--- config.mk ---
export PLATFORM = sky130hd
export DESIGN_NAME = direction_autorepeat_unit
export DESIGN_NICKNAME = d
export VERILOG_FILES = /design/src/rtl/core/dar_pkg.sv /design/src/rtl/core/dar_ctrl.sv /design/src/rtl/core/dar_dpath.sv /design/src/rtl/core/direction_autorepeat_unit.sv
export SDC_FILE = /design/constraint.sdc
export NUM_CORES = 1
export LEC_CHECK = 0
export BUFFER_PORTS_ARGS = -buffer_cell sky130_fd_sc_hd__buf_2
export CAP_MARGIN = 20
export CELL_PAD_IN_SITES_DETAIL_PLACEMENT = 1
export CELL_PAD_IN_SITES_GLOBAL_PLACEMENT = 2
export CORE_MARGIN = 5
export CORE_UTILIZATION = 30
export CTS_CLUSTER_SIZE = 25
export DETAILED_ROUTE_END_ITERATION = 6
export PLACE_DENSITY_LB_ADDON = 0.1
export REMOVE_ABC_BUFFERS = 1
export SYNTH_ARGS = -nofsm -noshare
export SYNTH_HDL_FRONTEND = slang
export SYNTH_SLANG_ARGS = --single-unit
--- constraint.sdc ---
create_clock -name clock -period 7.8 [get_ports clock]
set_clock_uncertainty 0.15 [all_clocks]
set_input_delay 0 -clock clock [delete_from_list [all_inputs] [get_ports clock]]
set_output_delay 0 -clock clock [all_outputs]
set_load 0.01 [all_outputs]
--- src/rtl/core/dar_pkg.sv ---
package dar_pkg;

   // Burst limits: repeats per tick and results per tick
   localparam int MAX_BURST   = 16;
   localparam int MAX_RESULTS = 16;
   localparam int BURST_CAP   = (MAX_BURST < MAX_RESULTS) ? MAX_BURST : MAX_RESULTS;
   localparam int BURST_W     = $clog2(BURST_CAP + 1);

   // Field widths
   localparam int HELD_W   = 17;
   localparam int THR_W    = 7;
   localparam int TIME_W   = 16;
   localparam int DT_W     = 10;
   localparam int CSR_IDX_W = 2;

   // Register reset values
   localparam logic [THR_W-1:0]  THRESHOLD_RST = THR_W'(70);
   localparam logic [TIME_W-1:0] DELAY_RST     = TIME_W'(300);
   localparam logic [TIME_W-1:0] PERIOD_RST    = TIME_W'(50);

   typedef enum logic [1:0] {
      DIR_UP    = 2'd0,
      DIR_DOWN  = 2'd1,
      DIR_LEFT  = 2'd2,
      DIR_RIGHT = 2'd3
   } dir_type;

   typedef enum logic [1:0] {
      PHASE_IDLE   = 2'd0,
      PHASE_WAIT   = 2'd1,
      PHASE_REPEAT = 2'd2
   } phase_type;

   typedef enum logic [CSR_IDX_W-1:0] {
      CSR_THRESHOLD = 2'd0,
      CSR_DELAY     = 2'd1,
      CSR_PERIOD    = 2'd2
   } csr_index_type;

   typedef struct packed {
      logic              key_up;
      logic              key_down;
      logic              key_left;
      logic              key_right;
      logic signed [7:0] pad_x;
      logic signed [7:0] pad_y;
      logic signed [7:0] right_stick_x;
      logic signed [7:0] right_stick_y;
      logic signed [7:0] left_stick_x;
      logic signed [7:0] left_stick_y;
      logic [DT_W-1:0]   elapsed_ms;
   } req_type;

   typedef struct packed {
      logic [1:0] direction;
      logic       last;
   } rsp_type;

   // Controller to datapath
   typedef struct packed {
      logic load;
      logic emit_h;
      logic emit_v;
      logic emit_cur;
      logic start_wait;
      logic accum;
      logic take_delay;
      logic take_period;
      logic switch_dir;
      logic release_dir;
      logic flush;
   } cmd_type;

   // Datapath to controller
   typedef struct packed {
      logic      any;
      logic      has_h;
      logic      has_v;
      phase_type phase;
      logic      cur_held;
      logic      delay_hit;
      logic      period_hit;
      logic      burst_full;
      logic      pend_valid;
      logic      out_free;
   } sts_type;

endpackage

--- src/rtl/core/dar_ctrl.sv ---
module dar_ctrl
   import dar_pkg::*;
(
   input  logic    clock,
   input  logic    reset,
   input  logic    req_valid,
   output logic    req_stall,
   input  sts_type sts,
   output cmd_type cmd
);

   typedef enum logic [6:0] {
      S_IDLE    = 7'b0000001,
      S_PRESS_H = 7'b0000010,
      S_PRESS_V = 7'b0000100,
      S_ACCUM   = 7'b0001000,
      S_DECIDE  = 7'b0010000,
      S_BURST   = 7'b0100000,
      S_FLUSH   = 7'b1000000
   } state_type;

   state_type state_ff, state_in;
   logic      can_emit;
   logic      pressing;

   // A new result may enter the holding stage when the old one can move on
   assign can_emit  = !sts.pend_valid || sts.out_free;
   assign pressing  = (sts.phase == PHASE_IDLE) && sts.any;
   assign req_stall = (state_ff != S_IDLE);

   // Sequence one tick
   always_comb begin
      state_in = state_ff;
      cmd      = '0;
      case (state_ff)
         S_IDLE: begin
            if (req_valid) begin
               cmd.load = 1'b1;
               state_in = S_PRESS_H;
            end
         end
         S_PRESS_H: begin
            if (!pressing) begin
               state_in = S_ACCUM;
            end else if (!sts.has_h) begin
               state_in = S_PRESS_V;
            end else if (can_emit) begin
               cmd.emit_h = 1'b1;
               state_in   = S_PRESS_V;
            end
         end
         S_PRESS_V: begin
            if (!sts.has_v) begin
               cmd.start_wait = 1'b1;
               state_in       = S_ACCUM;
            end else if (can_emit) begin
               cmd.emit_v     = 1'b1;
               cmd.start_wait = 1'b1;
               state_in       = S_ACCUM;
            end
         end
         S_ACCUM: begin
            if (sts.phase != PHASE_IDLE) begin
               cmd.accum = 1'b1;
               state_in  = S_DECIDE;
            end else begin
               state_in = S_FLUSH;
            end
         end
         S_DECIDE: begin
            if (sts.cur_held) begin
               if (sts.phase == PHASE_WAIT) begin
                  if (!sts.delay_hit) begin
                     state_in = S_FLUSH;
                  end else if (can_emit) begin
                     cmd.emit_cur   = 1'b1;
                     cmd.take_delay = 1'b1;
                     state_in       = S_FLUSH;
                  end
               end else begin
                  state_in = S_BURST;
               end
            end else if (sts.any) begin
               cmd.switch_dir = 1'b1;
               state_in       = S_FLUSH;
            end else begin
               cmd.release_dir = 1'b1;
               state_in        = S_FLUSH;
            end
         end
         S_BURST: begin
            if (!sts.period_hit || sts.burst_full) begin
               state_in = S_FLUSH;
            end else if (can_emit) begin
               cmd.emit_cur    = 1'b1;
               cmd.take_period = 1'b1;
            end
         end
         S_FLUSH: begin
            if (!sts.pend_valid) begin
               state_in = S_IDLE;
            end else if (sts.out_free) begin
               cmd.flush = 1'b1;
               state_in  = S_IDLE;
            end
         end
         default: begin
            state_in = S_IDLE;
         end
      endcase
   end

   always_ff @(posedge clock) begin
      if (reset) begin
         state_ff <= S_IDLE;
      end else begin
         state_ff <= state_in;
      end
   end

endmodule

--- src/rtl/core/dar_dpath.sv ---
module dar_dpath
   import dar_pkg::*;
(
   input  logic                 clock,
   input  logic                 reset,
   input  req_type              req_data,
   output logic                 rsp_valid,
   input  logic                 rsp_stall,
   output rsp_type              rsp_data,
   input  logic                 csr_write,
   input  logic [CSR_IDX_W-1:0] csr_index,
   input  logic [TIME_W-1:0]    csr_data,
   input  cmd_type              cmd,
   output sts_type              sts
);

   // Configuration
   logic [THR_W-1:0]  thr_ff;
   logic [TIME_W-1:0] delay_ff;
   logic [TIME_W-1:0] period_ff;

   // Tick inputs and block state
   logic [3:0]         dreq_ff;
   logic [DT_W-1:0]    dt_ff;
   phase_type          phase_ff, phase_in;
   dir_type            cur_ff, cur_in;
   logic [HELD_W-1:0]  held_ff, held_in;
   logic [BURST_W-1:0] burst_ff, burst_in;

   // Holding stage and output register
   logic    pend_valid_ff, pend_valid_in;
   dir_type pend_dir_ff, pend_dir_in;
   logic    rsp_valid_ff, rsp_valid_in;
   rsp_type rsp_ff, rsp_in;

   logic signed [8:0] thr_pos, thr_neg;
   logic signed [8:0] px, py, rx, ry, lx, ly;
   logic [3:0]        dreq_in;
   logic [HELD_W:0]   held_sum;
   logic [HELD_W-1:0] held_sat;
   dir_type           emit_dir;
   dir_type           switch_dir;
   logic              emit;
   logic              out_free;

   // Threshold the axes into direction requests
   always_comb begin
      thr_pos = $signed({2'b00, thr_ff});
      thr_neg = -thr_pos;
      px = $signed({req_data.pad_x[7], req_data.pad_x});
      py = $signed({req_data.pad_y[7], req_data.pad_y});
      rx = $signed({req_data.right_stick_x[7], req_data.right_stick_x});
      ry = $signed({req_data.right_stick_y[7], req_data.right_stick_y});
      lx = $signed({req_data.left_stick_x[7], req_data.left_stick_x});
      ly = $signed({req_data.left_stick_y[7], req_data.left_stick_y});
      dreq_in[DIR_UP]    = req_data.key_up    || (py > thr_pos) || (ry < thr_neg)
                           || (ly < thr_neg);
      dreq_in[DIR_DOWN]  = req_data.key_down  || (py < thr_neg) || (ry > thr_pos)
                           || (ly > thr_pos);
      dreq_in[DIR_LEFT]  = req_data.key_left  || (px < thr_neg) || (rx < thr_neg)
                           || (lx < thr_neg);
      dreq_in[DIR_RIGHT] = req_data.key_right || (px > thr_pos) || (rx > thr_pos)
                           || (lx > thr_pos);
   end

   // Saturating time accumulate
   assign held_sum = {1'b0, held_ff} + {{(HELD_W + 1 - DT_W){1'b0}}, dt_ff};
   assign held_sat = held_sum[HELD_W] ? {HELD_W{1'b1}} : held_sum[HELD_W-1:0];

   // Pick the direction to emit or to switch to
   always_comb begin
      if (cmd.emit_h) begin
         emit_dir = dreq_ff[DIR_RIGHT] ? DIR_RIGHT : DIR_LEFT;
      end else if (cmd.emit_v) begin
         emit_dir = dreq_ff[DIR_DOWN] ? DIR_DOWN : DIR_UP;
      end else begin
         emit_dir = cur_ff;
      end
      if (dreq_ff[DIR_DOWN]) begin
         switch_dir = DIR_DOWN;
      end else if (dreq_ff[DIR_UP]) begin
         switch_dir = DIR_UP;
      end else if (dreq_ff[DIR_RIGHT]) begin
         switch_dir = DIR_RIGHT;
      end else begin
         switch_dir = DIR_LEFT;
      end
   end

   assign emit     = cmd.emit_h || cmd.emit_v || cmd.emit_cur;
   assign out_free = !rsp_valid_ff || !rsp_stall;

   // Advance block state
   always_comb begin
      phase_in = phase_ff;
      cur_in   = cur_ff;
      held_in  = held_ff;
      burst_in = burst_ff;
      if (cmd.load) begin
         burst_in = '0;
      end
      if (cmd.emit_h || cmd.emit_v) begin
         cur_in = emit_dir;
      end
      if (cmd.switch_dir) begin
         cur_in = switch_dir;
      end
      if (cmd.start_wait) begin
         phase_in = PHASE_WAIT;
      end
      if (cmd.accum) begin
         held_in = held_sat;
      end
      if (cmd.take_delay) begin
         held_in  = held_ff - {{(HELD_W - TIME_W){1'b0}}, delay_ff};
         phase_in = PHASE_REPEAT;
      end
      if (cmd.take_period) begin
         held_in  = held_ff - {{(HELD_W - TIME_W){1'b0}}, period_ff};
         burst_in = burst_ff + BURST_W'(1);
      end
      if (cmd.release_dir) begin
         held_in  = '0;
         phase_in = PHASE_IDLE;
      end
   end

   // Hold one result back so the final one can be marked
   always_comb begin
      pend_valid_in = pend_valid_ff;
      pend_dir_in   = pend_dir_ff;
      rsp_valid_in  = rsp_valid_ff && rsp_stall;
      rsp_in        = rsp_ff;
      if (emit) begin
         pend_valid_in = 1'b1;
         pend_dir_in   = emit_dir;
         if (pend_valid_ff) begin
            rsp_valid_in     = 1'b1;
            rsp_in.direction = pend_dir_ff;
            rsp_in.last      = 1'b0;
         end
      end else if (cmd.flush) begin
         pend_valid_in    = 1'b0;
         rsp_valid_in     = 1'b1;
         rsp_in.direction = pend_dir_ff;
         rsp_in.last      = 1'b1;
      end
   end

   always_ff @(posedge clock) begin
      if (reset) begin
         thr_ff        <= THRESHOLD_RST;
         delay_ff      <= DELAY_RST;
         period_ff     <= PERIOD_RST;
         phase_ff      <= PHASE_IDLE;
         cur_ff        <= DIR_DOWN;
         held_ff       <= '0;
         burst_ff      <= '0;
         pend_valid_ff <= 1'b0;
         rsp_valid_ff  <= 1'b0;
      end else begin
         if (csr_write) begin
            case (csr_index)
               CSR_THRESHOLD: thr_ff    <= csr_data[THR_W-1:0];
               CSR_DELAY:     delay_ff  <= csr_data;
               CSR_PERIOD:    period_ff <= csr_data;
               default:       ;
            endcase
         end
         phase_ff      <= phase_in;
         cur_ff        <= cur_in;
         held_ff       <= held_in;
         burst_ff      <= burst_in;
         pend_valid_ff <= pend_valid_in;
         rsp_valid_ff  <= rsp_valid_in;
      end
   end

   // Payload registers
   always_ff @(posedge clock) begin
      if (cmd.load) begin
         dreq_ff <= dreq_in;
         dt_ff   <= req_data.elapsed_ms;
      end
      pend_dir_ff <= pend_dir_in;
      rsp_ff      <= rsp_in;
   end

   // Report status
   always_comb begin
      sts.any        = |dreq_ff;
      sts.has_h      = dreq_ff[DIR_RIGHT] || dreq_ff[DIR_LEFT];
      sts.has_v      = dreq_ff[DIR_DOWN] || dreq_ff[DIR_UP];
      sts.phase      = phase_ff;
      sts.cur_held   = dreq_ff[cur_ff];
      sts.delay_hit  = held_ff > {{(HELD_W - TIME_W){1'b0}}, delay_ff};
      sts.period_hit = held_ff > {{(HELD_W - TIME_W){1'b0}}, period_ff};
      sts.burst_full = (burst_ff == BURST_W'(BURST_CAP));
      sts.pend_valid = pend_valid_ff;
      sts.out_free   = out_free;
   end

   assign rsp_valid = rsp_valid_ff;
   assign rsp_data  = rsp_ff;

endmodule

--- src/rtl/core/direction_autorepeat_unit.sv ---
// Typematic auto-repeat for four directions. Each request is one tick: key bits, six axis
// positions and the milliseconds since the last tick. From idle, a held direction gives an
// immediate press (horizontal first, then vertical); after repeat_delay ms one repeat follows,
// then one every repeat_period ms, at most 16 per tick, with leftover time carried over. Each
// response carries a direction and a last flag on the final response of the tick; a tick that
// emits nothing gives no response. One request is processed at a time; the repeat loop
// subtracts the period from the held time once per cycle unless a stalled response channel
// holds it. Configuration (index 0 threshold, 1 delay, 2 period) is always ready and should be
// written only while no tick is in flight.
module direction_autorepeat_unit
   import dar_pkg::*;
(
   input  logic                 clock,
   input  logic                 reset,
   input  logic                 req_valid,
   output logic                 req_stall,
   input  req_type              req_data,
   output logic                 rsp_valid,
   input  logic                 rsp_stall,
   output rsp_type              rsp_data,
   input  logic                 csr_valid,
   output logic                 csr_ready,
   input  logic [CSR_IDX_W-1:0] csr_index,
   input  logic [TIME_W-1:0]    csr_data
);

   cmd_type cmd;
   sts_type sts;

   assign csr_ready = 1'b1;

   dar_ctrl u_ctrl (
      .clock     (clock),
      .reset     (reset),
      .req_valid (req_valid),
      .req_stall (req_stall),
      .sts       (sts),
      .cmd       (cmd)
   );

   dar_dpath u_dpath (
      .clock     (clock),
      .reset     (reset),
      .req_data  (req_data),
      .rsp_valid (rsp_valid),
      .rsp_stall (rsp_stall),
      .rsp_data  (rsp_data),
      .csr_write (csr_valid && csr_ready),
      .csr_index (csr_index),
      .csr_data  (csr_data),
      .cmd       (cmd),
      .sts       (sts)
   );

endmodule
## Word level (Yosys, flattened, before mapping)

Cells that the tools add are included.

- Register bits after elaboration: 93
- Output and inout port bits: 6
- Word-level logic and storage cells: 163
- Bits of input ports: 85

- $add $sub $neg: 5
- Magnitude comparators: 15
- Muxes and demuxes: 67
- Reduce and logical (&&, ||, !) cells: 41
- Eq/ne operators: 19

Operators by type and width:

| operator | number |
|---|---|
| 7-bit 2-to-1 mux | 14 |
| 17-bit 2-to-1 mux | 4 |
| 8-bit by 9-bit less-than comparator with 1-bit output | 6 |
| 7-bit one-hot mux with 7 select lines | 1 |
| 8-bit greater-than comparator | 6 |
| 17-bit by 16-bit greater-than comparator with 1-bit output | 2 |
| 17-bit by 16-bit subtractor with 17-bit output | 2 |
| 1-bit 2-to-1 mux | 31 |
| 2-bit 2-to-1 mux | 10 |
| 1-bit logical OR | 19 |
| 17-bit by 10-bit adder with 18-bit output | 1 |
| 5-bit 2-to-1 mux | 2 |
| 2-bit nonzero test | 5 |
| 3-bit 2-to-1 mux | 3 |
| 7-bit negator with 9-bit output | 1 |
| 2-bit AND reduction | 4 |
| 7-bit by 1-bit equality test with 1-bit output (second input constant) | 1 |
| 7-bit by 2-bit equality test with 1-bit output (second input constant) | 1 |
| 7-bit by 3-bit equality test with 1-bit output (second input constant) | 1 |
| 7-bit by 4-bit equality test with 1-bit output (second input constant) | 1 |
| 7-bit by 5-bit equality test with 1-bit output (second input constant) | 1 |
| 7-bit by 6-bit equality test with 1-bit output (second input constant) | 1 |
| 7-bit equality test (second input constant) | 1 |
| 7-bit by 1-bit inequality test with 1-bit output (second input constant) | 1 |
| 20 further kinds | 28 |

## Longest topological paths before layout

Gate-level depths: netlist of the first run.

- Depth after elaboration: 11
- Depth in mapped cells: 13

## Modules after synthesis

Synthesis of the first run repeated with hierarchy kept, for this count alone.

- Cell total of the unflattened synthesis: 1,029
- Area total of the unflattened synthesis: 8,420.6 µm²

Modules (own cells, without submodules):

| module | cells each | sequential area each (µm²) | instances | area each (µm²) |
|---|---|---|---|---|
| dar_dpath | 933 | 1,911.8 | 1 | 7,732.4 |
| dar_ctrl | 94 | 140.1 | 1 | 676.9 |
| direction_autorepeat_unit | 2 | 0.0 | 1 | 11.3 |

## Worst setup path before layout of the first run

No wires, ideal clock.

- Kind: flip-flop to flip-flop
- From: reg u_dpath.held_ff[10]
- To: reg u_dpath.rsp_ff, in the netlist u_dpath.rsp_data[0] (enable)
- Arrival: 2,270 ps
- Stages on the path, launching flop included: 10
- Setup time: 272 ps
- Setup slack: 5,109 ps
- Period minus slack after synthesis: 2,691 ps
- Data required time: 7,378 ps
- Buffers on the path: 0
- Cell sequence: dfxtp_1 ha_1 nand4_2 or3_1 nor4_1 a311oi_1 nand2_2 nor2_1 o41ai_1 nand2b_1

- Cells in the longest elaborated chain, start to end: 8
- Elaborated cells between the ends (all ways): 13
- Those cells by class: 2 x order compare; 1 x eq/ne; 5 x mux; 5 x reduce/logical

RTL lines:

| item | RTL line | source |
|---|---|---|
| from (decl) | dar_dpath.sv:27 | `logic [HELD_W-1:0] held_ff, held_in;` |
| from (signal assigned) | dar_dpath.sv:172 | `held_ff <= held_in;` |
| 17-bit by 16-bit greater-than comparator with 1-bit output (on tied branches) | dar_dpath.sv:196, dar_dpath.sv:197 |  |
| 1-bit 2-to-1 mux / 1-bit zero test (equally long branches) | dar_ctrl.sv:73, dar_ctrl.sv:92 |  |
| 1-bit 2-to-1 mux / 1-bit logical OR (equally long branches) | dar_ctrl.sv:72, dar_ctrl.sv:92 |  |
| 1-bit 2-to-1 mux (on tied branches) | dar_ctrl.sv:71, dar_ctrl.sv:92 |  |
| 1-bit one-hot mux with 2 select lines * | dar_ctrl.sv:35 | `case (state_ff)` |
| 1-bit logical OR * | dar_dpath.sv:90 | `assign emit = cmd.emit_h \|\| cmd.emit_v \|\| cmd.emit_cur;` |
| 2-bit by 1-bit inequality test with 1-bit output (no line) / 2-bit nonzero test (equally long branches) | - |  |
| 2-bit AND reduction (no line) * | - |  |
| to (signal assigned) | dar_dpath.sv:186 | `rsp_ff <= rsp_in;` |
| to (decl) | dar_dpath.sv:34 | `rsp_type rsp_ff, rsp_in;` |

Mark *: on every way between the ends. The rest lies on a longest branch, timed or not.
A chain may end at the register's enable or synchronous reset.

## Worst setup path in the final report of the first run

- From: reg u_dpath.held_ff[5]
- To: reg u_dpath.held_ff[16]

- Cells in the longest elaborated chain, start to end: 7
- Elaborated cells between the ends (all ways): 18
- Those cells by class: 3 x add/sub; 2 x order compare; 10 x mux; 3 x reduce/logical

RTL lines:

| item | RTL line | source |
|---|---|---|
| 17-bit by 16-bit greater-than comparator with 1-bit output | dar_dpath.sv:196 | `sts.delay_hit = held_ff > {{(HELD_W - TIME_W){1'b0}}, delay_ff};` |
| 1-bit 2-to-1 mux | dar_ctrl.sv:73 | `if (!sts.delay_hit) begin` |
| 1-bit 2-to-1 mux | dar_ctrl.sv:72 | `if (sts.phase == PHASE_WAIT) begin` |
| 1-bit 2-to-1 mux | dar_ctrl.sv:71 | `if (sts.cur_held) begin` |
| 1-bit 2-to-1 mux | dar_ctrl.sv:35 |  |
| 17-bit 2-to-1 mux | dar_dpath.sv:114 | `if (cmd.take_delay) begin` |
| 17-bit 2-to-1 mux | dar_dpath.sv:118 | `if (cmd.take_period) begin` |

Several ways; a longest one is shown, not always the timed one. The select of a mux whose other input is x is not followed.

==> results of run 1 <==
cells in the final DEF, fill, tap and decap left out, types with 19 or more instances in the layout:
cell	netlist	final
a21oi_1	105	105
buf_2	8	89
dfxtp_1	74	74
dlygate4sd3_1	0	35
edfxtp_1	19	19
ha_1	135	135
inv_1	68	68
nand2_1	102	102
nand3_1	21	21
nor2_1	69	69
nor2b_1	25	25
o21a_1	48	48
o21ai_0	52	52
xnor2_1	26	26
what timing repair did:
item	in CTS	in global routing
gates resized for setup	0	0
hold buffers	35	0
hold endpoints to repair	57	0
state kept, by name (all words and copies together), names as in the netlist, 2 cells and up:
name	flops
u_dpath.dt_ff	10
u_dpath.burst_ff	5
u_ctrl.state_ff	7
u_dpath.delay_ff	16
u_dpath.cur_ff	2
u_dpath.rsp_data	3
u_dpath.period_ff	16
u_dpath.thr_ff	7
u_dpath.dreq_ff	4
u_dpath.pend_dir_ff	2
u_dpath.held_ff	17
u_dpath.phase_ff	2
layer usage:
layer	GRT usage, %	vias to the layer above
li1	-	4001
met1	25.13	3751
met2	32.62	114
met3	2.152	27
met4	4.415	0
met5	0	-
worst min-delay path by stage:
stage            startpoint                  to  depth (start not counted)  slack [ns]
2_1_floorplan         reset  u_ctrl.state_ff[1]                          1       -0.08
3_3_place_gp    req_data[1]    u_dpath.dt_ff[1]                          1        0.03
3_5_place_dp    req_data[4]    u_dpath.dt_ff[4]                          1        0.03
4_1_cts        csr_index[1]   u_dpath.thr_ff[1]                          5        0.03
5_1_grt        req_data[16]  u_dpath.dreq_ff[1]                          4        0.06
6_report       req_data[16]  u_dpath.dreq_ff[1]                          4        0.04
synth_stat cells, drive strengths merged, types with 5 or more instances:
cell,n,share of area (%)
o21a,48,4.3
a211o,10,1.0
clkbuf,19,0.85
nor2b,25,1.9
and2,6,0.45
nand3,21,1.2
nand3b,6,0.54
a221oi,6,0.62
mux2,5,0.67
a41oi,7,0.73
nor3,16,1.0
nand2,104,4.7
and3,5,0.37
buf,11,0.70
and4,9,0.94
a21oi,105,6.2
or2,6,0.45
nand2b,18,1.3
nor2,71,3.2
ha,135,20
o211ai,9,0.86
inv,69,3.1
xnor2,26,2.7
nor3b,6,0.59
o31ai,6,0.54
dfxtp,74,18
a31oi,9,0.67
xor2,12,1.2
edfxtp,19,6.8
a211oi,18,1.9
a21o,13,1.2
nand4,11,0.89
or3,8,0.59
o21ai,52,3.1
metrics by stage:
stage               cell area, um^2  power [W]  hold WS (ns)
floorplan                      8287  0.0006993      -0.08093
global placement               9271  0.0008077       0.02651
detailed placement             9271  0.0008074       0.02841
CTS                            9933   0.001311       0.03456
global route                   9936   0.001360       0.06226
finish                         9936   0.001289       0.04371
worst reg2reg max path, stage by stage, from the launching register on:
cell and delay (ns):
dfxtp_1 0.39, ha_1 0.39, nand2_1 0.15, o21a_1 0.22, a21oi_1 0.29, o211a_1 0.26, nand3_1 0.65, nor4b_1 0.59
mux2_2 0.38, a21oi_1 0.11
power groups by stage:
stage,sequential [W],clock [W],combinational (W)
5_1_grt,0.000533,0.000512,0.000315
6_report,0.000530,0.000481,0.000278
2_1_floorplan,0.000535,0,0.000165
3_5_place_dp,0.000541,0,0.000266
4_1_cts,0.000531,0.000498,0.000282
3_3_place_gp,0.000541,0,0.000266
kinds of logic after synthesis:
group	share of synthesized area (%)
and+or+nand+nor	20.07
adders and majority gates	20.78
muxes	1.412
xor gates and xnor gates	3.954
buffers and inverters	4.623
DFF	24.38
AOI/OAI and AO/OA	24.74
other	0.04455
layout make-up:
cell class                      instances  area, um^2
Fill cell                            3388       17850
Multi-Input combinational cell        835        5982
Sequential cell                        93        2052
Timing Repair Buffer                  132       855.8
Tap cell                              378       473.0
Inverter                               69       259.0
Clock buffer                           12       257.7
Clock inverter                          4       53.80
Antenna cell                            1       2.502
==> flow_summary.json, run 1 <==
{
  "status": "finished, final reports clean",
  "avgSynthCellArea_um2": 8.196,
  "crit_cells": 9,
  "crit_path_frequent_cell": "a21oi_1",
  "r2r_start": "u_dpath.held_ff[5]",
  "syn-instance-count": 1027,
  "grt_pass1_wl_mm": 46.51,
  "p_leak_nw": 4.267,
  "drc": 0,
  "critPathCapture": "u_dpath.held_ff[16]",
  "io_pins": 91,
  "tightest_slew_ns": 0.8996,
  "vdd_drop_max_mv": 0.1083,
  "synthesis.area_um2": 8417,
  "port_buffers": 89,
  "cp-end-kind": "register",
  "clk_latency_ns": 0.36,
  "startpoint": "u_dpath.held_ff[5]",
  "utilization_pct": 35.76,
  "cap_violations": 0,
  "die_area_um2": 31510,
  "clock.fmax_ghz": 0.2722,
  "slew_viol_final": 0,
  "dp_hpwl_mm": 23.75,
  "cts.path.max_buffers": 2,
  "viasPerCell": 5.179,
  "dp_cells": 1472,
  "r2r_setup_slack_ns": 4.13,
  "yosysSeqAreaShare_pct": 24.38,
  "fin_nets": 1363,
  "fin_crit_ns": 3.674,
  "gp_congestion": 0.8261,
  "ys_ff_latch": 93,
  "ys.flop_type": "dfxtp_1",
  "hp-class": "in2reg",
  "fin_setup_tns_ns": 0,
  "synth-edff-count": 19,
  "h-tree-depth": 3,
  "seq_power_share_pct": 41.2,
  "sw_frac_of_total_pct": 29.70,
  "hold_violations": 0,
  "cp.arrival_ns": 3.80,
  "max_stage_delay_ns": 0.65,
  "core_area_um2": 27780,
  "top_layer": "met4",
  "cpLargestDelayFamily": "simple AND/OR/NAND/NOR gates",
  "cp_num_buf_inv": 0,
  "firstDrtPassIters": 4,
  "dp_slack_ns": 4.153,
  "worstPathMaxFanout": 21,
  "yosys_warnings": 0,
  "final_cells": 1524,
  "cp_slowest_cell": "nand3_1",
  "worst-setup-path-type": "reg2reg",
  "relSlewSlack_pct": 39.86,
  "chipHeight_um": 177.5,
  "p_switching_w": 0.0003828,
  "grt_usage_pct": 18.84,
  "grt_setup_unrepaired": "no",
  "grt_max_degree": 60,
  "row_count": 61,
  "combPwrFrac_pct": 21.5,
  "wl_met3_um": 763,
  "wl_mm": 29.22,
  "wl_met2_mm": 13.82,
  "ant_nets": 0,
  "setup_viol": 0,
  "path_cells": "ha_1 > nand2_1 > o21a_1 > a21oi_1 > o211a_1 > nand3_1 > nor4b_1 > mux2_2 > a21oi_1",
  "intPower_w": 0.0009059,
  "setup.worst_path.start_class": "register",
  "numCtsBuffers": 9,
  "setup_ws_ns": 4.126,
  "rr_worst_depth": 9,
  "wl_met1_mm": 14.21,
  "cts_setup_buffers": 0,
  "cts_tree": "yes",
  "die_width_um": 177.5,
  "clockRootBuffer": "clkbuf_16",
  "initial_core_util_pct": 30.30,
  "r2r_end": "u_dpath.held_ff[16]",
  "powerDensity_nw_per_um2": 129.7,
  "synthArstFlopShare_pct": 0,
  "required_ns": 7.93,
  "antenna_found_initial": 1,
  "clock-sinks": 93,
  "synthToLayoutAreaGrowth_pct": 18.05,
  "power_frac_clock_pct": 37.3,
  "finalCritPeriodShare_pct": 47.10,
  "drt_iter0_markers": 295,
  "yosys.cell_types.count": 77,
  "overflow": 0,
  "wire_per_inst_um": 19.17,
  "cts.clk_slew.worst_paths_ns": 0.08,
  "drive_gt1_share_pct": 12.23,
  "grt_pass1_vias": 8370,
  "dr_total_vias": 7893
}
(Power assumes the default switching activity.)
==> inputs of run 2 (changes only) <==
ABC_AREA = 1   (was default)
clock period = 3.3 ns   (was 7.8 ns; I/O delays follow)
==> flow_summary.json, run 2 <==
{
  "yosys.cell_types.count": 49,
  "die_width_um": 188.4,
  "grt_pass1_vias": 10530,
  "yosys-top-cells-count": "398 x nand2_1, 212 x inv_1, 135 x ha_1",
  "synthesis.area_um2": 9550,
  "die_area_um2": 35500,
  "chipHeight_um": 188.4,
  "drive_gt1_share_pct": 12.15,
  "regMostFlops": "u_dpath.held_ff",
  "hold_violations": 0,
  "placed_area_um2": 10540,
  "row_count": 65,
  "final_area_um2": 11250,
  "cts_setup_buffers": 0,
  "largest_reg_flops": 17,
  "dr_total_vias": 9928,
  "vdd_drop_max_mv": 0.2265,
  "ys.flop_type": "dfxtp_1",
  "synth.top_cell.area_share_pct": 17.69,
  "syn-instance-count": 1450,
  "n_antenna_cell": 0,
  "layout_commonest_cell": "nand2_1",
  "tightest_slew_ns": 0.8680,
  "grt_setup_unrepaired": "no",
  "fin_nets": 1815,
  "grt_use_met3_pct": 1.908,
  "initial_core_util_pct": 30.34,
  "cp-end-kind": "register",
  "dp_hpwl_mm": 29.52,
  "grt_usage_pct": 20.22,
  "numCtsBuffers": 9,
  "cts-resized-gates": 0,
  "avgSynthCellArea_um2": 6.586,
  "gp_congestion": 0.8211,
  "clock-sinks": 93,
  "top_regs": "u_dpath.held_ff x17, u_dpath.delay_ff x16, u_dpath.period_ff x16",
  "io_pins": 91,
  "h-tree-depth": 3,
  "clock.fmax_ghz": 0.3393,
  "slew_viol_final": 0,
  "port_buffers": 89,
  "cts_tree": "yes",
  "p_leak_nw": 5.879,
  "status": "finished, final reports clean",
  "cts.clk_slew.worst_paths_ns": 0.07,
  "core_area_um2": 31470,
  "cp.arrival_ns": 2.90,
  "yosysSeqAreaShare_pct": 21.49,
  "synthToLayoutAreaGrowth_pct": 17.83,
  "synthArstFlopShare_pct": 0,
  "overflow": 0,
  "cap_violations": 0,
  "clockRootBuffer": "clkbuf_16",
  "synth-edff-count": 19,
  "setup_viol": 0,
  "rr_worst_depth": 13,
  "grt_use_met2_pct": 37.56,
  "grt-busiest-layer": "met2",
  "worst-setup-path-type": "reg2reg",
  "yosysTopAreaCell": "ha_1",
  "required_ns": 3.26,
  "yosys-top-cells-area": "ha_1 18%, nand2_1 16%, dfxtp_1 16%",
  "wire_per_inst_um": 17.83,
  "antenna_found_initial": 0,
  "relSlewSlack_pct": 41.92,
  "powerDensity_nw_per_um2": 322.9,
  "whs_path_depth": 3,
  "grt_use_met1_pct": 24.90,
  "clk_latency_ns": 0.36,
  "synth_most_common_cell": "nand2_1",
  "ant_nets": 0,
  "grt_max_degree": 50,
  "cts.path.max_buffers": 2,
  "firstDrtPassIters": 4,
  "fin_setup_tns_ns": 0,
  "grt_pass1_wl_mm": 56.75,
  "fin_crit_ns": 2.947,
  "drt_iter0_markers": 307,
  "setup.worst_path.start_class": "register",
  "mostFrequentLayoutCells": "398 x nand2_1, 212 x inv_1, 135 x ha_1",
  "ys_ff_latch": 93,
  "hp-class": "in2reg",
  "viasPerCell": 4.966,
  "finalCritPeriodShare_pct": 89.30,
  "yosys_warnings": 0,
  "worstPathMaxFanout": 6,
  "wl_mm": 35.64,
  "drc": 0
}
## run 2: cell count changes in the layout (fill, tap and decap cells not counted), sizes merged, moves of 13 or more
cell | previous run | this run
o21a | 48 | 3
a211oi | 18 | 3
o21ai | 52 | 70
xor2 | 12 | 25
nor2 | 71 | 124
nand2b | 18 | 0
nor2b | 25 | 0
inv | 71 | 224
buf | 97 | 114
nand3 | 21 | 105
nand4 | 11 | 34
nand2 | 104 | 412
xnor2 | 26 | 8
## run 2: kinds of logic (layout without fill, tap and decap cells)
family	count (synthesis)	count (layout)	share of synthesized area, %
AND/OR/NAND/NOR	713	713	33.26
buffers and inverters	247	394	10.27
AO/OA/AOI/OAI	225	225	13.60
adder cells (fa/ha/maj)	138	138	18.32
flip-flops	93	93	21.49
XOR/XNOR	33	33	3.026
other	1	1	0.03927
## run 2: final timing paths
| kind | endpoint | start | slack [ns] |
|---|---|---|---|
| worst max-delay path | u_dpath.dreq_ff[2] | u_dpath.thr_ff[0] | 0.35 |
| worst max register to register | u_dpath.dreq_ff[2] | u_dpath.thr_ff[0] | 0.35 |
| worst min-delay path | u_dpath.thr_ff[5] | csr_valid | 0.01 |
| worst min register to register | u_dpath.rsp_data[1] | u_dpath.pend_dir_ff[0] | 0.28 |
## run 2: power breakdown
part / switching, W / total, W / leakage, nW / internal (W)
combinational: 0.000755 / 0.00117 / 4.96 / 0.000419
clock: 0.000520 / 0.00112 / 0.145 / 0.000597
sequential: 0.0000606 / 0.00134 / 0.772 / 0.00128
## run 2: worst max-delay path, cell delays in order (launching register included)
cell	delay, ns
dfxtp_1	0.33
inv_1	0.06
ha_1	0.22
nand3_1	0.12
nor2_1	0.05
nand2_1	0.08
xor2_1	0.50
ha_1	0.36
a21oi_1	0.14
o21a_1	0.13
nand3_1	0.08
or2_2	0.27
a21oi_1	0.12
nand3_1	0.08
## run 2: area by class of cell
class / count / area [um^2]
well taps: 402 / 503.0
fillers: 4084 / 20220
inverters: 223 / 837.1
flip-flops and latches: 93 / 2052
clock buffers: 10 / 229.0
clock inverters: 6 / 71.32
repair buffers: 155 / 1044
multi-input cells: 1110 / 6518
## run 2: through the flow
stage	utilization [%]	total power, W	hold slack, ns	std cells	setup slack [ns]
after floorplan	-	0.002098	-0.08093	1426	0.5380
after global placement	33.50	0.002495	0.02589	1942	0.3751
after detailed placement	33.50	0.002520	0.02878	1942	0.3479
after CTS	35.75	0.003696	0.003907	1999	0.3260
after global routing	35.75	0.003910	0.05978	1999	0.07879
final	35.75	0.003633	0.01237	1999	0.3530
## run 2: what timing repair did
item / in CTS / in global routing
hold buffers: 41 / 0
hold endpoints to repair: 62 / 0
endpoints found under the setup margin: 0 / 0
## run 2: layer usage
layer | vias to the layer above | part of all wire, %
met4 | 0 | 2.2
met3 | 35 | 2.0
met1 | 4712 | 45
met5 | - | 0
li1 | 5052 | -
met2 | 129 | 51
==> inputs of run 3 (changes only) <==
PLACE_DENSITY = 0.79   (was default)
PLACE_DENSITY_LB_ADDON = default   (was 0.1)
==> flow_summary.json, run 3 (synthesis results as in run 2) <==
{
  "crit_path_frequent_cell": "nand3_1",
  "relSlewSlack_pct": 41.71,
  "ant_nets": 0,
  "grt_use_met2_pct": 34.07,
  "fin_nets": 1816,
  "path_cells": "inv_1 > ha_1 > nand3_1 > nor2_1 > nand2_1 > xor2_1 > ha_1 > a21oi_1 > o21a_1 > nand3_1 > or2_2 > a21oi_1 > nand3_1",
  "antenna_found_initial": 0,
  "tightest_slew_ns": 0.8733,
  "grt_pass1_wl_mm": 55.79,
  "dp_hpwl_mm": 28.48,
  "intPower_w": 0.002341,
  "slew_viol_final": 0,
  "worst-setup-path-type": "reg2reg",
  "h-tree-depth": 3,
  "dr_total_vias": 9922,
  "core_area_um2": 31470,
  "worstHoldStart": "req_data[41]",
  "drive_gt1_share_pct": 11.89,
  "viasPerCell": 4.961,
  "chipHeight_um": 188.4,
  "clockRootBuffer": "clkbuf_16",
  "setup_viol": 0,
  "drc": 0,
  "grt_usage_pct": 19.61,
  "sw_frac_of_total_pct": 36.17,
  "row_count": 65,
  "cp.arrival_ns": 3.06,
  "p_leak_nw": 5.881,
  "largest_reg_flops": 17,
  "hold_violations": 0,
  "io_pins": 91,
  "overflow": 0,
  "cts_tree": "yes",
  "wire_per_inst_um": 17.30,
  "max_stage_delay_ns": 0.56,
  "setup.worst_path.start_class": "register",
  "fin_crit_ns": 3.111,
  "dp_slack_ns": 0.2401,
  "critPathCapture": "u_dpath.dreq_ff[2]",
  "clock-sinks": 93,
  "layout_commonest_cell": "nand2_1",
  "firstDrtPassIters": 5,
  "grt_pass1_vias": 10550,
  "numCtsBuffers": 9,
  "n_antenna_cell": 0,
  "r2r_setup_slack_ns": 0.19,
  "cap_violations": 0,
  "clock.fmax_ghz": 0.3215,
  "worstPathMaxFanout": 6,
  "hp-class": "in2reg",
  "status": "finished, final reports clean",
  "combPwrFrac_pct": 32.6,
  "die_width_um": 188.4,
  "required_ns": 3.25,
  "grt_use_met1_pct": 26.02,
  "top_regs": "u_dpath.held_ff x17, u_dpath.delay_ff x16, u_dpath.period_ff x16",
  "r2r_start": "u_dpath.thr_ff[0]",
  "fin_hold_ws_ns": 0.03223,
  "seq_power_share_pct": 36.6,
  "gp_congestion": 0.8862,
  "rr_worst_depth": 13,
  "clk_latency_ns": 0.36,
  "wl_mm": 34.60,
  "grt_use_met3_pct": 2.223,
  "cts.path.max_buffers": 2,
  "power_frac_clock_pct": 30.8,
  "cp_slowest_cell": "xor2_1",
  "synthToLayoutAreaGrowth_pct": 18.32,
  "drt_iter0_markers": 448,
  "finalCritPeriodShare_pct": 94.26,
  "regMostFlops": "u_dpath.held_ff",
  "cp-end-kind": "register",
  "r2r_end": "u_dpath.dreq_ff[2]",
  "initial_core_util_pct": 30.34,
  "grt_setup_unrepaired": "no",
  "port_buffers": 89,
  "mostFrequentLayoutCells": "398 x nand2_1, 212 x inv_1, 135 x ha_1",
  "startpoint": "u_dpath.thr_ff[0]",
  "die_area_um2": 35500,
  "fin_setup_tns_ns": 0,
  "setup_ws_ns": 0.1895,
  "cts.clk_slew.worst_paths_ns": 0.07,
  "powerDensity_nw_per_um2": 324.5,
  "cts-resized-gates": 0,
  "grt_max_degree": 32,
  "p_switching_w": 0.001326,
  "vdd_drop_max_mv": 0.1869,
  "grt-busiest-layer": "met2"
}
==> run 3: worst min-delay path by stage <==
stage | to | slack (ns) | depth (start not counted)
finish | u_dpath.dreq_ff[3] | 0.03 | 4
global route | u_dpath.dreq_ff[3] | 0.07 | 4
floorplan | u_ctrl.state_ff[6] | -0.08 | 1
global placement | u_dpath.dt_ff[5] | 0.03 | 1
CTS | u_dpath.dreq_ff[3] | 0.03 | 4
detailed placement | u_dpath.dt_ff[8] | 0.03 | 1
==> run 3: what timing repair did <==
item | 4_1_cts | 5_1_grt
setup buffers | 0 | 0
endpoints found under the hold margin | 62 | 0
hold buffers | 47 | 0
==> run 3: routing by layer <==
layer	vias up	part of all wire, %
li1	5044	-
met1	4706	48
met2	144	47
met3	28	2.9
met4	0	1.8
met5	-	0
==> run 3: metrics by stage <==
step,util [%],total power (W),std cells,cell area [um^2]
after detailed placement,33.42,0.002528,1937,10520
after floorplan,-,0.002098,1426,9407
after CTS,35.90,0.003725,2000,11300
final,35.90,0.003667,2000,11300
after global routing,35.90,0.003932,2000,11300
after global placement,33.42,0.002503,1937,10520
==> run 3: cell type report <==
| cell class | instances | area [um^2] |
|---|---|---|
| sequential | 93 | 2052 |
| clock buffer | 11 | 254.0 |
| inverter | 223 | 837.1 |
| timing repair buffer | 156 | 1079 |
| clock inverter | 5 | 55.05 |
| multi-input combinational | 1110 | 6520 |
| tap | 402 | 503.0 |
| fill | 4068 | 20170 |
==> run 3: critical path, delay by kind of cell (launching register included) <==
family / cells / cell delay (ns)
AND/OR/NAND/NOR: 6 / 0.74
adder cells (fa/ha/maj): 2 / 0.60
XOR/XNOR: 1 / 0.56
AO/OA/AOI/OAI: 3 / 0.40
flip-flops: 1 / 0.35
buffers and inverters: 1 / 0.07
==> run 3: power groups by stage <==
stage               logic (W)  registers, W  clock network [W]
CTS                   0.00121       0.00134            0.00117
global placement      0.00113       0.00137                  0
finish                0.00119       0.00134            0.00113
floorplan            0.000747       0.00135                  0
detailed placement    0.00116       0.00137                  0
global route          0.00136       0.00135            0.00122
